`src/assert_macros.svh`:
```
// Assertion macros included by the top-level classifier file.
`ifndef ASSERT_MACROS_SVH
`define ASSERT_MACROS_SVH

// Clocked assertion, disabled while reset is asserted.
`define CDSC_ASSERT(lbl, clk, rst_n, prop, msg) \
	lbl: assert property (@(posedge clk) disable iff (!rst_n) prop) else $error(msg);

// Clocked assertion that also holds during reset.
`define CDSC_ASSERT_ALWAYS(lbl, clk, prop, msg) \
	lbl: assert property (@(posedge clk) prop) else $error(msg);

`endif

```
`src/cdsc_pkg.sv`:
```
// Types and constants of the CD sector classifier.
`timescale 1ns / 1ps

package cdsc_pkg;

	localparam int SECTOR_BYTES_DEF = 2352;

	localparam int LEN_W   = 12;
	localparam int START_W = 5;
	localparam int SUB_W   = 32;
	localparam int WIN_W   = 3;
	localparam int WIN_COUNT = 5;

	localparam int SYNC_LEN  = 12;
	localparam int SYNC_LAST = 11;
	localparam int MODE_POS  = 15;
	localparam int SUB_POS   = 16;
	localparam int FORM2_POS = 18;
	localparam int SUB2_POS  = 20;
	localparam int SUB_END   = 24;
	localparam int FORM2_BIT = 5;

	localparam logic [7:0] MODE_ONE = 8'd1;
	localparam logic [7:0] MODE_TWO = 8'd2;

	typedef logic [WIN_W-1:0] win_t;
	localparam win_t WIN_AUDIO = 3'd0;
	localparam win_t WIN_M1    = 3'd1;
	localparam win_t WIN_M2    = 3'd2;
	localparam win_t WIN_F1    = 3'd3;
	localparam win_t WIN_F2    = 3'd4;

	// Window bounds; the audio window upper bound follows the sector size.
	localparam int WIN_LO [WIN_COUNT] = '{0, 16, 16, 24, 24};
	localparam int WIN_HI [WIN_COUNT] = '{0, 16 + 2048, 16 + 2336, 24 + 2048, 24 + 2324};
	localparam logic [LEN_W-1:0] WIN_LEN [WIN_COUNT] =
		'{12'd0, 12'd2048, 12'd2336, 12'd2048, 12'd2324};
	localparam logic [START_W-1:0] WIN_START [WIN_COUNT] =
		'{5'd0, 5'd16, 5'd16, 5'd24, 5'd24};

	typedef enum logic [2:0] {
		KIND_ZERO    = 3'd0,
		KIND_AUDIO   = 3'd1,
		KIND_MODE1   = 3'd2,
		KIND_MODE2   = 3'd3,
		KIND_FORM1   = 3'd4,
		KIND_FORM2   = 3'd5,
		KIND_INVALID = 3'd6
	} kind_t;

	typedef struct packed {
		logic                              sync;
		logic [7:0]                        mode;
		logic [SUB_W-1:0]                  sub;
		logic                              sub_eq;
		logic                              form2;
		logic                              any_nz;
		logic [WIN_COUNT-1:0][LEN_W-1:0]   lnz;
	} sec_state_t;

	localparam sec_state_t SEC_CLEAR = '{
		sync:   1'b1,
		mode:   8'd0,
		sub:    '0,
		sub_eq: 1'b1,
		form2:  1'b0,
		any_nz: 1'b0,
		lnz:    '0
	};

endpackage

```
`src/cdsc_if.sv`:
```
// Valid/ready channel interfaces for sector bytes and classification results.
`timescale 1ns / 1ps

interface cdsc_byte_if;
	logic       valid;
	logic       ready;
	logic [7:0] sector_byte;

	modport source (output valid, output sector_byte, input ready);
	modport sink (input valid, input sector_byte, output ready);
endinterface

interface cdsc_res_if;
	logic                             valid;
	logic                             ready;
	logic [2:0]                       sector_kind;
	logic [cdsc_pkg::START_W-1:0]     payload_start;
	logic [cdsc_pkg::LEN_W-1:0]       payload_length;
	logic                             was_trimmed;
	logic [cdsc_pkg::SUB_W-1:0]       subheader_word;

	modport source (output valid, output sector_kind, output payload_start,
		output payload_length, output was_trimmed, output subheader_word, input ready);
	modport sink (input valid, input sector_kind, input payload_start,
		input payload_length, input was_trimmed, input subheader_word, output ready);
endinterface

```
`src/cdsc_track.sv`:
```
// Per-byte sector tracker: position, sync, header, subheader and window state.
`timescale 1ns / 1ps

module cdsc_track #(
	parameter int SECTOR_BYTES = cdsc_pkg::SECTOR_BYTES_DEF,
	localparam int POS_W = $clog2(SECTOR_BYTES)
) (
	input  logic                  clk,
	input  logic                  arst_n,
	input  logic [7:0]            b,
	input  logic                  fire,
	output logic [POS_W-1:0]      pos,
	output logic                  last,
	output cdsc_pkg::sec_state_t  nxt
);

	localparam logic [POS_W-1:0] LAST_POS = POS_W'(SECTOR_BYTES - 1);

	logic [POS_W-1:0]     pos_q;
	cdsc_pkg::sec_state_t state_q;
	logic [7:0]           expect_b;
	logic [POS_W:0]       pos_x;

	assign pos  = pos_q;
	assign last = (pos_q == LAST_POS);
	assign pos_x = {1'b0, pos_q};

	always_comb begin
		nxt = state_q;
		expect_b = ((pos_q == POS_W'(0)) || (pos_q == POS_W'(cdsc_pkg::SYNC_LAST))) ?
			8'h00 : 8'hFF;
		if ((pos_q < POS_W'(cdsc_pkg::SYNC_LEN)) && (b != expect_b)) begin
			nxt.sync = 1'b0;
		end
		if (pos_q == POS_W'(cdsc_pkg::MODE_POS)) begin
			nxt.mode = b;
		end
		if ((pos_q >= POS_W'(cdsc_pkg::SUB_POS)) && (pos_q < POS_W'(cdsc_pkg::SUB2_POS))) begin
			nxt.sub[{pos_q[1:0], 3'b000} +: 8] = b;
		end
		if (pos_q == POS_W'(cdsc_pkg::FORM2_POS)) begin
			nxt.form2 = b[cdsc_pkg::FORM2_BIT];
		end
		if ((pos_q >= POS_W'(cdsc_pkg::SUB2_POS)) && (pos_q < POS_W'(cdsc_pkg::SUB_END))) begin
			if (state_q.sub[{pos_q[1:0], 3'b000} +: 8] != b) begin
				nxt.sub_eq = 1'b0;
			end
		end
		if (b != 8'h00) begin
			nxt.any_nz = 1'b1;
			for (int w = 0; w < cdsc_pkg::WIN_COUNT; w++) begin
				if ((pos_x >= (POS_W+1)'(cdsc_pkg::WIN_LO[w])) &&
				    (pos_x < (POS_W+1)'((w == 0) ? SECTOR_BYTES : cdsc_pkg::WIN_HI[w]))) begin
					nxt.lnz[w] = cdsc_pkg::LEN_W'(pos_x - (POS_W+1)'(cdsc_pkg::WIN_LO[w])
						+ (POS_W+1)'(1));
				end
			end
		end
	end

	always_ff @(posedge clk or negedge arst_n) begin
		if (!arst_n) begin
			pos_q   <= '0;
			state_q <= cdsc_pkg::SEC_CLEAR;
		end else if (fire) begin
			if (last) begin
				pos_q   <= '0;
				state_q <= cdsc_pkg::SEC_CLEAR;
			end else begin
				pos_q   <= pos_q + POS_W'(1);
				state_q <= nxt;
			end
		end
	end

endmodule

```
`src/cdsc_class.sv`:
```
// Sector classification and result register.
`timescale 1ns / 1ps

module cdsc_class #(
	parameter int SECTOR_BYTES = cdsc_pkg::SECTOR_BYTES_DEF
) (
	input  logic                 clk,
	input  logic                 arst_n,
	input  cdsc_pkg::sec_state_t nxt,
	input  logic                 trim,
	input  logic                 load,
	output logic                 slot_free,
	cdsc_res_if.source           result
);

	cdsc_pkg::kind_t                 kind;
	cdsc_pkg::win_t                  win;
	logic                            has_win;
	logic [cdsc_pkg::SUB_W-1:0]      sub;
	logic [cdsc_pkg::LEN_W-1:0]      nominal;
	logic [cdsc_pkg::LEN_W-1:0]      len;
	logic [cdsc_pkg::START_W-1:0]    start;
	logic                            trimmed;

	logic                            valid_q;
	cdsc_pkg::kind_t                 kind_q;
	logic [cdsc_pkg::START_W-1:0]    start_q;
	logic [cdsc_pkg::LEN_W-1:0]      len_q;
	logic                            trimmed_q;
	logic [cdsc_pkg::SUB_W-1:0]      sub_q;

	always_comb begin
		kind    = cdsc_pkg::KIND_ZERO;
		win     = cdsc_pkg::WIN_AUDIO;
		has_win = 1'b0;
		sub     = '0;
		if (nxt.sync) begin
			if (nxt.mode == cdsc_pkg::MODE_ONE) begin
				kind    = cdsc_pkg::KIND_MODE1;
				win     = cdsc_pkg::WIN_M1;
				has_win = 1'b1;
			end else if (nxt.mode == cdsc_pkg::MODE_TWO) begin
				has_win = 1'b1;
				if (nxt.sub_eq) begin
					sub = nxt.sub;
					if (nxt.form2) begin
						kind = cdsc_pkg::KIND_FORM2;
						win  = cdsc_pkg::WIN_F2;
					end else begin
						kind = cdsc_pkg::KIND_FORM1;
						win  = cdsc_pkg::WIN_F1;
					end
				end else begin
					kind = cdsc_pkg::KIND_MODE2;
					win  = cdsc_pkg::WIN_M2;
				end
			end else begin
				kind = cdsc_pkg::KIND_INVALID;
			end
		end else if (nxt.any_nz) begin
			kind    = cdsc_pkg::KIND_AUDIO;
			win     = cdsc_pkg::WIN_AUDIO;
			has_win = 1'b1;
		end

		nominal = (win == cdsc_pkg::WIN_AUDIO) ? cdsc_pkg::LEN_W'(SECTOR_BYTES) :
			cdsc_pkg::WIN_LEN[win];
		if (has_win) begin
			start   = cdsc_pkg::WIN_START[win];
			len     = trim ? nxt.lnz[win] : nominal;
			trimmed = (len != nominal);
		end else begin
			start   = '0;
			len     = '0;
			trimmed = 1'b0;
		end
	end

	assign slot_free = !valid_q || result.ready;

	always_ff @(posedge clk or negedge arst_n) begin
		if (!arst_n) begin
			valid_q <= 1'b0;
		end else if (load) begin
			valid_q <= 1'b1;
		end else if (result.ready) begin
			valid_q <= 1'b0;
		end
	end

	always_ff @(posedge clk) begin
		if (load) begin
			kind_q    <= kind;
			start_q   <= start;
			len_q     <= len;
			trimmed_q <= trimmed;
			sub_q     <= sub;
		end
	end

	assign result.valid          = valid_q;
	assign result.sector_kind    = kind_q;
	assign result.payload_start  = start_q;
	assign result.payload_length = len_q;
	assign result.was_trimmed    = trimmed_q;
	assign result.subheader_word = sub_q;

endmodule

```
`src/cd_sector_classifier_trimmer.sv`:
```
// A sector's result becomes valid when its final byte, held in the input register, loads the result register.
// Throughput: one byte per cycle; the input register stalls only when a final byte
// meets a result that has not been taken yet.
// Reset: arst_n clears the byte position, sector state, trim setting and valids.
// After each final byte the sector state returns to its cleared value.
`timescale 1ns / 1ps
`include "assert_macros.svh"

module cd_sector_classifier_trimmer #(
	parameter int SECTOR_BYTES = cdsc_pkg::SECTOR_BYTES_DEF
) (
	input  logic         clk,
	input  logic         arst_n,
	input  logic         cfg_wr_en,
	input  logic         cfg_wr_data,
	cdsc_byte_if.sink    sector,
	cdsc_res_if.source   result
);

	localparam int POS_W = $clog2(SECTOR_BYTES);

	logic                 valid_s1;
	logic [7:0]           byte_s1;
	logic                 trim_q;
	logic                 last;
	logic                 slot_free;
	logic                 fire_s1;
	logic                 load;
	logic [POS_W-1:0]     pos;
	cdsc_pkg::sec_state_t nxt;

	assign fire_s1      = valid_s1 && (!last || slot_free);
	assign load         = fire_s1 && last;
	assign sector.ready = !valid_s1 || fire_s1;

	always_ff @(posedge clk or negedge arst_n) begin
		if (!arst_n) begin
			valid_s1 <= 1'b0;
		end else if (sector.valid && sector.ready) begin
			valid_s1 <= 1'b1;
		end else if (fire_s1) begin
			valid_s1 <= 1'b0;
		end
	end

	always_ff @(posedge clk) begin
		if (sector.valid && sector.ready) begin
			byte_s1 <= sector.sector_byte;
		end
	end

	always_ff @(posedge clk or negedge arst_n) begin
		if (!arst_n) begin
			trim_q <= 1'b0;
		end else if (cfg_wr_en) begin
			trim_q <= cfg_wr_data;
		end
	end

	cdsc_track #(.SECTOR_BYTES(SECTOR_BYTES)) u_track (
		.clk    (clk),
		.arst_n (arst_n),
		.b      (byte_s1),
		.fire   (fire_s1),
		.pos    (pos),
		.last   (last),
		.nxt    (nxt)
	);

	cdsc_class #(.SECTOR_BYTES(SECTOR_BYTES)) u_class (
		.clk       (clk),
		.arst_n    (arst_n),
		.nxt       (nxt),
		.trim      (trim_q),
		.load      (load),
		.slot_free (slot_free),
		.result    (result)
	);

	`CDSC_ASSERT(a_result_from_last, clk, arst_n, $rose(result.valid) |-> $past(load), "result without final byte")
	`CDSC_ASSERT(a_pos_wraps, clk, arst_n, $past(load) |-> (pos == '0), "position not cleared after sector")
	`CDSC_ASSERT(a_last_stalls, clk, arst_n, (valid_s1 && last && !slot_free) |-> !sector.ready, "final byte not held while result pending")

endmodule

```
`src/flat_wrapper.sv`:
```
// flat-port wrapper written by rule: the top's interface ports become plain ports
module cd_sector_classifier_trimmer_flat 
#(
	parameter int SECTOR_BYTES = cdsc_pkg::SECTOR_BYTES_DEF
)
  (clk, arst_n, cfg_wr_en, cfg_wr_data, sector_valid, sector_sector_byte, sector_ready, result_valid, result_sector_kind, result_payload_start, result_payload_length, result_was_trimmed, result_subheader_word, result_ready);
  cdsc_byte_if sector_i ();
  cdsc_res_if result_i ();
  input  logic clk;
  input  logic arst_n;
  input  logic cfg_wr_en;
  input  logic cfg_wr_data;
  input wire logic [$bits(sector_i.valid)-1:0] sector_valid;
  input wire logic [$bits(sector_i.sector_byte)-1:0] sector_sector_byte;
  output wire logic [$bits(sector_i.ready)-1:0] sector_ready;
  output wire logic [$bits(result_i.valid)-1:0] result_valid;
  output wire logic [$bits(result_i.sector_kind)-1:0] result_sector_kind;
  output wire logic [$bits(result_i.payload_start)-1:0] result_payload_start;
  output wire logic [$bits(result_i.payload_length)-1:0] result_payload_length;
  output wire logic [$bits(result_i.was_trimmed)-1:0] result_was_trimmed;
  output wire logic [$bits(result_i.subheader_word)-1:0] result_subheader_word;
  input wire logic [$bits(result_i.ready)-1:0] result_ready;
  assign sector_i.valid = sector_valid;
  assign sector_i.sector_byte = sector_sector_byte;
  assign sector_ready = sector_i.ready;
  assign result_valid = result_i.valid;
  assign result_sector_kind = result_i.sector_kind;
  assign result_payload_start = result_i.payload_start;
  assign result_payload_length = result_i.payload_length;
  assign result_was_trimmed = result_i.was_trimmed;
  assign result_subheader_word = result_i.subheader_word;
  assign result_i.ready = result_ready;
  cd_sector_classifier_trimmer #(.SECTOR_BYTES(SECTOR_BYTES)) u_core (.clk(clk), .arst_n(arst_n), .cfg_wr_en(cfg_wr_en), .cfg_wr_data(cfg_wr_data), .sector(sector_i), .result(result_i));
endmodule
```
`config.mk`:
```
export PLATFORM = sky130hd
export DESIGN_NAME = cd_sector_classifier_trimmer_flat
export DESIGN_NICKNAME = d
export VERILOG_FILES = /design/src/cdsc_pkg.sv /design/src/cdsc_if.sv /design/src/cdsc_track.sv /design/src/cdsc_class.sv /design/src/cd_sector_classifier_trimmer.sv /design/src/flat_wrapper.sv
export VERILOG_INCLUDE_DIRS = /design/src /design/src/src
export SDC_FILE = /design/constraint.sdc
export NUM_CORES = 1
export LEC_CHECK = 0
export BUFFER_PORTS_ARGS = -buffer_cell sky130_fd_sc_hd__clkbuf_2
export CAP_MARGIN = 40
export CORE_MARGIN = 2
export CORE_UTILIZATION = 60
export CTS_CLUSTER_DIAMETER = 150
export CTS_CLUSTER_SIZE = 25
export DETAILED_ROUTE_END_ITERATION = 7
export GPL_TIMING_DRIVEN = 0
export HOLD_SLACK_MARGIN = 0.08
export PLACE_DENSITY = 0.79
export SYNTH_ARGS = -nofsm -noshare
export SYNTH_HDL_FRONTEND = slang
export SYNTH_SLANG_ARGS = --single-unit
```
`constraint.sdc`:
```
create_clock -name clk -period 5 [get_ports clk]
set_input_delay 1 -clock clk [delete_from_list [all_inputs] [get_ports clk]]
set_output_delay 1 -clock clk [all_outputs]
set_load 0.05 [all_outputs]
```
# --- Word level (Yosys, flattened, before mapping) ---
# Memories as Yosys holds them, arrays and structs flattened. A register that Yosys moved wholly into a read port is not among the register bits.
# Index checks and enable logic that the tools add are counted.
word_totals:
  memories: 2
  out_inout_bits: 55
  word_cells: 125
  ramBits: 0
  mem_bits_ro: 136
  regBits: 175
  latchBits: 0
memory_table:
  columns: ["memory", "depth", "width", "read_ports", "rd_clocked_by_memory_dff", "wr", "line_no", "source"]
  rows:
  - ["(name not given)", 8, 12, 1, 0, 0, "cdsc_class.sv:67", "cdsc_pkg::WIN_LEN[win];"]
  - ["(name not given)", 8, 5, 1, 1, 0, "cdsc_class.sv:69", "start = cdsc_pkg::WIN_START[win];"]
classes:
  n_eq_ne: 9
  mul: 0
  reduce_logical: 25
  order_cmp: 14
  muxes: 41
  div: 0
  addsub: 7
  shift: 3
  n_bitwise: 4
op_table:
  columns: ["operator", "n"]
  rows:
  - ["12-bit two-way mux", 11]
  - ["104-bit two-way mux", 1]
  - ["61-bit two-way mux", 1]
  - ["12-bit by 1-bit adder with 12-bit output, second input constant", 4]
  - ["12-bit by 5-bit greater-or-equal comparator with 1-bit output, second input constant", 4]
  - ["12-bit < comparator, second input constant", 4]
  - ["12-bit binary-select mux with 3-bit select", 1]
  - ["32-bit bitwise mux", 1]
  - ["32-bit two-way mux", 1]
  - ["8-bit by 7-bit variable shift with 32-bit output, first input constant", 1]
  - ["32-bit by 6-bit variable part select with 8-bit output", 1]
  - ["8-bit by 7-bit variable part select with 32-bit output", 1]
  - ["3-bit two-way mux", 9]
  - ["12-bit by 4-bit equality test with 1-bit output, second input constant", 2]
  - ["12-bit by 5-bit < comparator with 1-bit output, second input constant", 2]
  - ["12-bit by 5-bit subtractor with 12-bit output, second input constant", 2]
  - ["8-bit two-way mux", 2]
  - ["8-bit inequality test", 2]
  - ["1-bit two-way mux", 14]
  - ["12-bit equality test, second input constant", 1]
  - ["12-bit by 5-bit equality test with 1-bit output, second input constant", 1]
  - ["12-bit by 1-bit greater-or-equal comparator with 1-bit output, second input constant", 1]
  - ["12-bit logical NOT", 1]
  - ["12-bit by 4-bit < comparator with 1-bit output, second input constant", 1]
  - ["other kinds (15)", 34]

# --- Depth between registers and ports, before layout ---
logic_depth:
  ltp_word: 15
  depth_mapped: 15
  ltp_nobuf: 12

# --- Hierarchy ---
# From an unflattened synthesis, not the netlist that was laid out.
hier_totals:
  hier_cells: 970
  hier_area_um2: 9863.2
modules_own_cells:
  columns: ["mod", "seq_area_each_um2", "area_each_um2", "cells_each", "n_inst"]
  rows:
  - ["cdsc_track", 2905.3, 6712.7, 697, 1]
  - ["cdsc_class", 1526.5, 2795.2, 256, 1]
  - ["cd_sector_classifier_trimmer", 290.3, 355.3, 17, 1]

# --- Worst setup path before layout ---
# Ideal clock, no wire load.
synth_path:
  kind: "register to register"
  from: "reg u_core.u_track.pos_q[0] (netlist: u_core.u_track.pos[0])"
  to: "reg u_core.u_class.trimmed_q (netlist: u_core.u_class.result.was_trimmed), data pin"
  path_slack_ns: 1.375
  stages_incl_launch_ff: 16
  arrival_ns: 3.351
  path_buffers: 3
  setup_time_ns: 0.275
  t_required_ns: 4.725
  path_cell_list: "dfrtp_1 buf_6 clkinv_1 ha_1 clkbuf_1 mux2i_1 nor4_2 o41ai_4 or3_1 clkbuf_1 o21ai_2 a2111oi_0 nor4_1 a31o_1 nor4_2 a41oi_2"
synth_between:
  elab_chain_cells: 15
  elab_cells_between_ends: 62
  cone_classes: "5 x add/sub; 10 x order compare; 8 x eq/ne; 1 x shift; 26 x mux; 1 x bitwise; 10 x reduce/logical; 1 x memory"
synth_lines:
  columns: ["element", "line_no", "source"]
  rows:
  - ["from (decl)", "cdsc_track.sv:19", "logic [POS_W-1:0] pos_q;"]
  - ["from (signal assigned)", "cdsc_track.sv:70", "pos_q <= pos_q + POS_W'(1);"]
  - ["32-bit by 6-bit variable part select with 8-bit output", "cdsc_track.sv:45", "if (state_q.sub[{pos_q[1:0], 3'b000} +: 8] != b) begin"]
  - ["8-bit inequality test", "cdsc_track.sv:45", null]
  - ["1-bit two-way mux", "cdsc_track.sv:45", null]
  - ["1-bit two-way mux", "cdsc_track.sv:44", "if ((pos_q >= POS_W'(cdsc_pkg::SUB2_POS)) && (pos_q < POS_W'(cdsc_pkg::SUB_END))) begin"]
  - ["3-bit two-way mux", "cdsc_class.sv:44", "if (nxt.sub_eq) begin"]
  - ["3-bit two-way mux", "cdsc_class.sv:42", "end else if (nxt.mode == cdsc_pkg::MODE_TWO) begin"]
  - ["3-bit two-way mux", "cdsc_class.sv:38", "if (nxt.mode == cdsc_pkg::MODE_ONE) begin"]
  - ["3-bit two-way mux", "cdsc_class.sv:37", "if (nxt.sync) begin"]
  - ["3-bit inverter with 4-bit output (implied by the code)", "cdsc_class.sv:67", null]
  - ["memory read 8 x 12 bit", null, null]
  - ["12-bit two-way mux (implied by the code) (2 in a row)", "cdsc_class.sv:67", null]
  - ["12-bit two-way mux", "cdsc_class.sv:66", "nominal = (win == cdsc_pkg::WIN_AUDIO) ? cdsc_pkg::LEN_W'(SECTOR_BYTES) :"]
  - ["12-bit two-way mux", "cdsc_class.sv:70", "len = trim ? nxt.lnz[win] : nominal;"]
  - ["12-bit inequality test", "cdsc_class.sv:71", "trimmed = (len != nominal);"]
  - ["to (signal assigned)", "cdsc_class.sv:96", "trimmed_q <= trimmed;"]
  - ["to (decl)", "cdsc_class.sv:29", "logic trimmed_q;"]
# Parallel ways exist; a longest one is shown, timed or not. The select of a mux whose other input is x is not followed.
# A chain may end at the register's enable or synchronous reset.

# --- Final worst setup path ---
# Same ends and word-level chain as after synthesis.

==> impl_metrics.yaml <==
setup_path:
  cp.required_ns: 5.18
  startpoint_type: "flop"
  worst_r2r_path_depth: 15
  worstSetupPathType: "flop to flop"
  endpoint_kind: "flop"
  reg2reg_slack_ns: 0.23
  cp_max_fo: 10
  crit-reg2reg-launch: "u_core.u_track.pos[0]"
  r2r_end: "u_core.u_class.result.was_trimmed"
  slowest_delay_ns: 0.55
  cp_cell_sequence: "buf_6, clkinv_1, ha_1, clkbuf_1, mux2i_1, nor4_2, o41ai_4, or3_1, clkbuf_1, o21ai_2, a2111oi_0, nor4_1, a31o_1, nor4_2, a41oi_2"
  cp_top_family: "compound AO/OA/AOI/OAI gates"
  critPathSlowestCell: "a2111oi_0"
  cp_data_arrival_time_ns: 4.96
  path_buf_inv: 4
sta:
  final-setup-viol-count: 0
  min_period_ns: 4.77
  setup_tns_ns: 0
  hold_violations: 0
  holdWs_ns: 0.478
  timing.final.crit_share: 0.955
  slew-limit-headroom: 0.407
  fmax_ghz: 0.209
  slew_viol_final: 0
  skew_ns: 0.0149
  rsz0062_at_grt: "false"
  worstMarginPinSlew_ns: 0.881
synth:
  synth_cells: 961
  synth_edf_count: 58
  synthMuxAreaShare: 0.0529
  synthXorXnorAreaFrac: 0.0300
  synth_top_family_by_area: "compound AO/OA/AOI/OAI gates"
  async_reset_ff_frac: 0.672
  syn_area_um2: 9630
  yosysSeqAreaShare: 0.491
  ys_types: 75
  yosys_warnings: 0
  syn_avg_cell_area_um2: 10.0
  synthAdderAreaFrac: 0.00520
  synth_compound_area_frac: 0.205
  synthSimpleGateAreaFrac: 0.178
  ys.flop_type: "dfrtp_1"
  synth-seq-cells: 177
layout:
  synthToLayoutAreaGrowth_pct: 13.2
  final_nets: 1072
  finalNonFillerCells: 1283
  n_antenna_cell: 0
  drive_gt1_frac: 0.156
pwr:
  power.density_nw_per_um2: 402
  power_frac_seq: 0.422
  p_clk_frac: 0.305
  comb_power_share: 0.273
  ir_worst_vdd_mv: 0.349
  power.internal_w: 0.00286
  power.leakage_nw: 4.63
  power.switching_w: 0.00152
  p_sw_frac: 0.347
global_route:
  grt_usage: 0.344
  grt_pass1_wl_um: 43900
  antenna_found_initial: 0
  grt_max_degree: 69
  grt_overflow_total: 0
  grt_pass1_vias: 8088
worst_hold_path:
  min_path_type: "flop to flop"
  hold-path-endpoint: "u_core.u_track.state_q[38]"
  hold_start: "u_core.u_track.state_q[38]"
  min_path_cells: 2
die:
  core_area_um2: 15800
  ios: 69
  placementRows: 46
  die_x_um: 131
  start_util: 0.610
  die_y_um: 131
  die_area_um2: 17100
place:
  place.detailed.hpwl_um: 19700
  place.gp.congestion: 0.949
  dp_cells: 1251
  port_buffers: 65
cts:
  cts_resized: 0
  cts_tree: "done"
  clock_path_buffers: 2
  cts.sinks: 177
  numCtsBuffers: 17
  cts.clk_slew.worst_paths_ns: 0.07
  post_cts_buffers: 0
  cts_max_level: 4
  clock_latency_ns: 0.45
  cts_root_buffer: "clkbuf_16"
  postCtsHoldBufs: 0
drt:
  avgViaCountPerCell: 6.58
  antenna_left: 0
  drt_iter0_drc: 1044
  drc: 0
  wl_per_cell_um: 21.8
  first_pass_iters: 8
  wl_um: 27900
  vias: 8436
status:
  status: "finished, final reports clean"
run:
  maxCapViolCount: 0
[stage by stage]
stage,total power [W],util,instance area [µm²],worst slack [ns]
final,0.00438,0.691,10900,0.225
after global routing,0.00455,0.691,10900,0.0625
after CTS,0.00433,0.691,10900,0.451
after detailed placement,0.00301,0.654,10300,0.465
after global placement,0.00297,0.649,10200,0.543
after floorplan,0.00265,-,9630,1.37
[registers in the layout, summed over array words and instances, names as in the netlist]
register,flops
u_core.u_class.result.sector_kind,3
u_core.valid_s1,1
u_core.u_class.result.payload_start,2
u_core.u_track.state_q,104
u_core.u_track.pos,12
u_core.u_class.result.payload_length,12
u_core.u_class.result.subheader_word,32
u_core.u_class.result.was_trimmed,1
u_core.trim_q,1
u_core.u_class.result.valid,1
u_core.byte_s1,8
[cell families after synthesis]
group | after synthesis
and+or+nand+nor | 344
AOI/OAI and AO/OA | 281
DFF | 177
buffers and inverters | 84
muxes | 37
xor gates and xnor gates | 33
adders and majority gates | 4
other | 1
[how the worst max path moves through the flow]
stage                                     start                                 to  slack, ns  depth (start not counted)
after floorplan           u_core.u_track.pos[0]  u_core.u_class.result.was_trimmed       1.37                         15
after global placement    u_core.u_track.pos[0]  u_core.u_class.result.was_trimmed       0.54                         15
after detailed placement  u_core.u_track.pos[0]  u_core.u_class.result.was_trimmed       0.47                         15
after CTS                 u_core.u_track.pos[0]  u_core.u_class.result.was_trimmed       0.45                         15
after global routing      u_core.u_track.pos[0]  u_core.u_class.result.was_trimmed       0.06                         15
final                     u_core.u_track.pos[0]  u_core.u_class.result.was_trimmed       0.23                         15
[worst reg2reg max path, stage by stage, from the launching register on]
cell	delay, ns
dfrtp_1	0.50
buf_6	0.21
clkinv_1	0.24
ha_1	0.28
clkbuf_1	0.19
mux2i_1	0.31
nor4_2	0.11
o41ai_4	0.51
or3_1	0.18
clkbuf_1	0.35
o21ai_2	0.24
a2111oi_0	0.55
nor4_1	0.20
a31o_1	0.25
nor4_2	0.24
a41oi_2	0.14
[power groups by stage]
stage	logic [W]	clock network (W)	registers, W
5_1_grt	0.00128	0.00139	0.00187
2_1_floorplan	0.000824	0	0.00182
3_5_place_dp	0.00115	0	0.00186
4_1_cts	0.00116	0.00133	0.00184
6_report	0.00120	0.00134	0.00185
3_3_place_gp	0.00111	0	0.00186
[cell usage after synthesis (all sizes together), types with 6 or more instances]
cell,instances,area [µm²]
a21oi,64,320
o31ai,6,45.0
dfrtp,117,2930
nand3,47,235
nor2b,7,43.8
a22o,65,569
nand2,152,573
and4,8,72.6
o21ai,81,420
buf,23,140
mux4,8,184
xnor2,16,140
nor2,54,219
and2,7,43.8
xor2,17,149
a211oi,9,67.6
clkbuf,51,191
o211ai,9,81.3
nor4,14,143
and3,10,62.6
mux2,8,90.1
a21o,8,60.1
nor3,13,76.3
edfxtp,58,1740
nand2b,8,50.1
mux2i,21,235
inv,8,30.0
[layer usage]
metal  wire, µm  GRT usage  part of all wire  vias up
met3       2520     0.0822             0.090      147
li1           -          -                 -     3719
met2      13100      0.539              0.47      570
met5          0          0                 0        -
met1      10600      0.436              0.38     4000
met4       1690      0.212             0.061        0
[cells in the final DEF (no fill, tap or decap), types with 8 or more instances in the layout]
| cell | n |
|---|---|
| clkbuf_1 | 54 |
| clkbuf_2 | 64 |
| nor2_1 | 53 |
| nand2_1 | 151 |
| xnor2_1 | 16 |
| a211oi_1 | 9 |
| xor2_1 | 17 |
| a21o_1 | 8 |
| clkbuf_16 | 17 |
| and3_1 | 10 |
| buf_2 | 14 |
| mux2i_1 | 19 |
| a21oi_1 | 64 |
| edfxtp_1 | 58 |
| nand3_1 | 47 |
| a22o_1 | 65 |
| o211ai_1 | 8 |
| dfrtp_1 | 117 |
| o21ai_0 | 70 |
| nand2b_1 | 8 |
| mux2_2 | 8 |
| o21ai_1 | 9 |
| nor4_1 | 8 |
| nor3_1 | 12 |
[cell type report]
cell class	instances	area, µm²
fill	1249	4880
inverter	10	37.5
timing repair buffer	72	412
clock inverter	11	128
clock buffer	21	450
tap	216	270
buffer	74	332
multi-input combinational	702	4540
sequential	177	4720
Power figures use the tool's default switching activity.
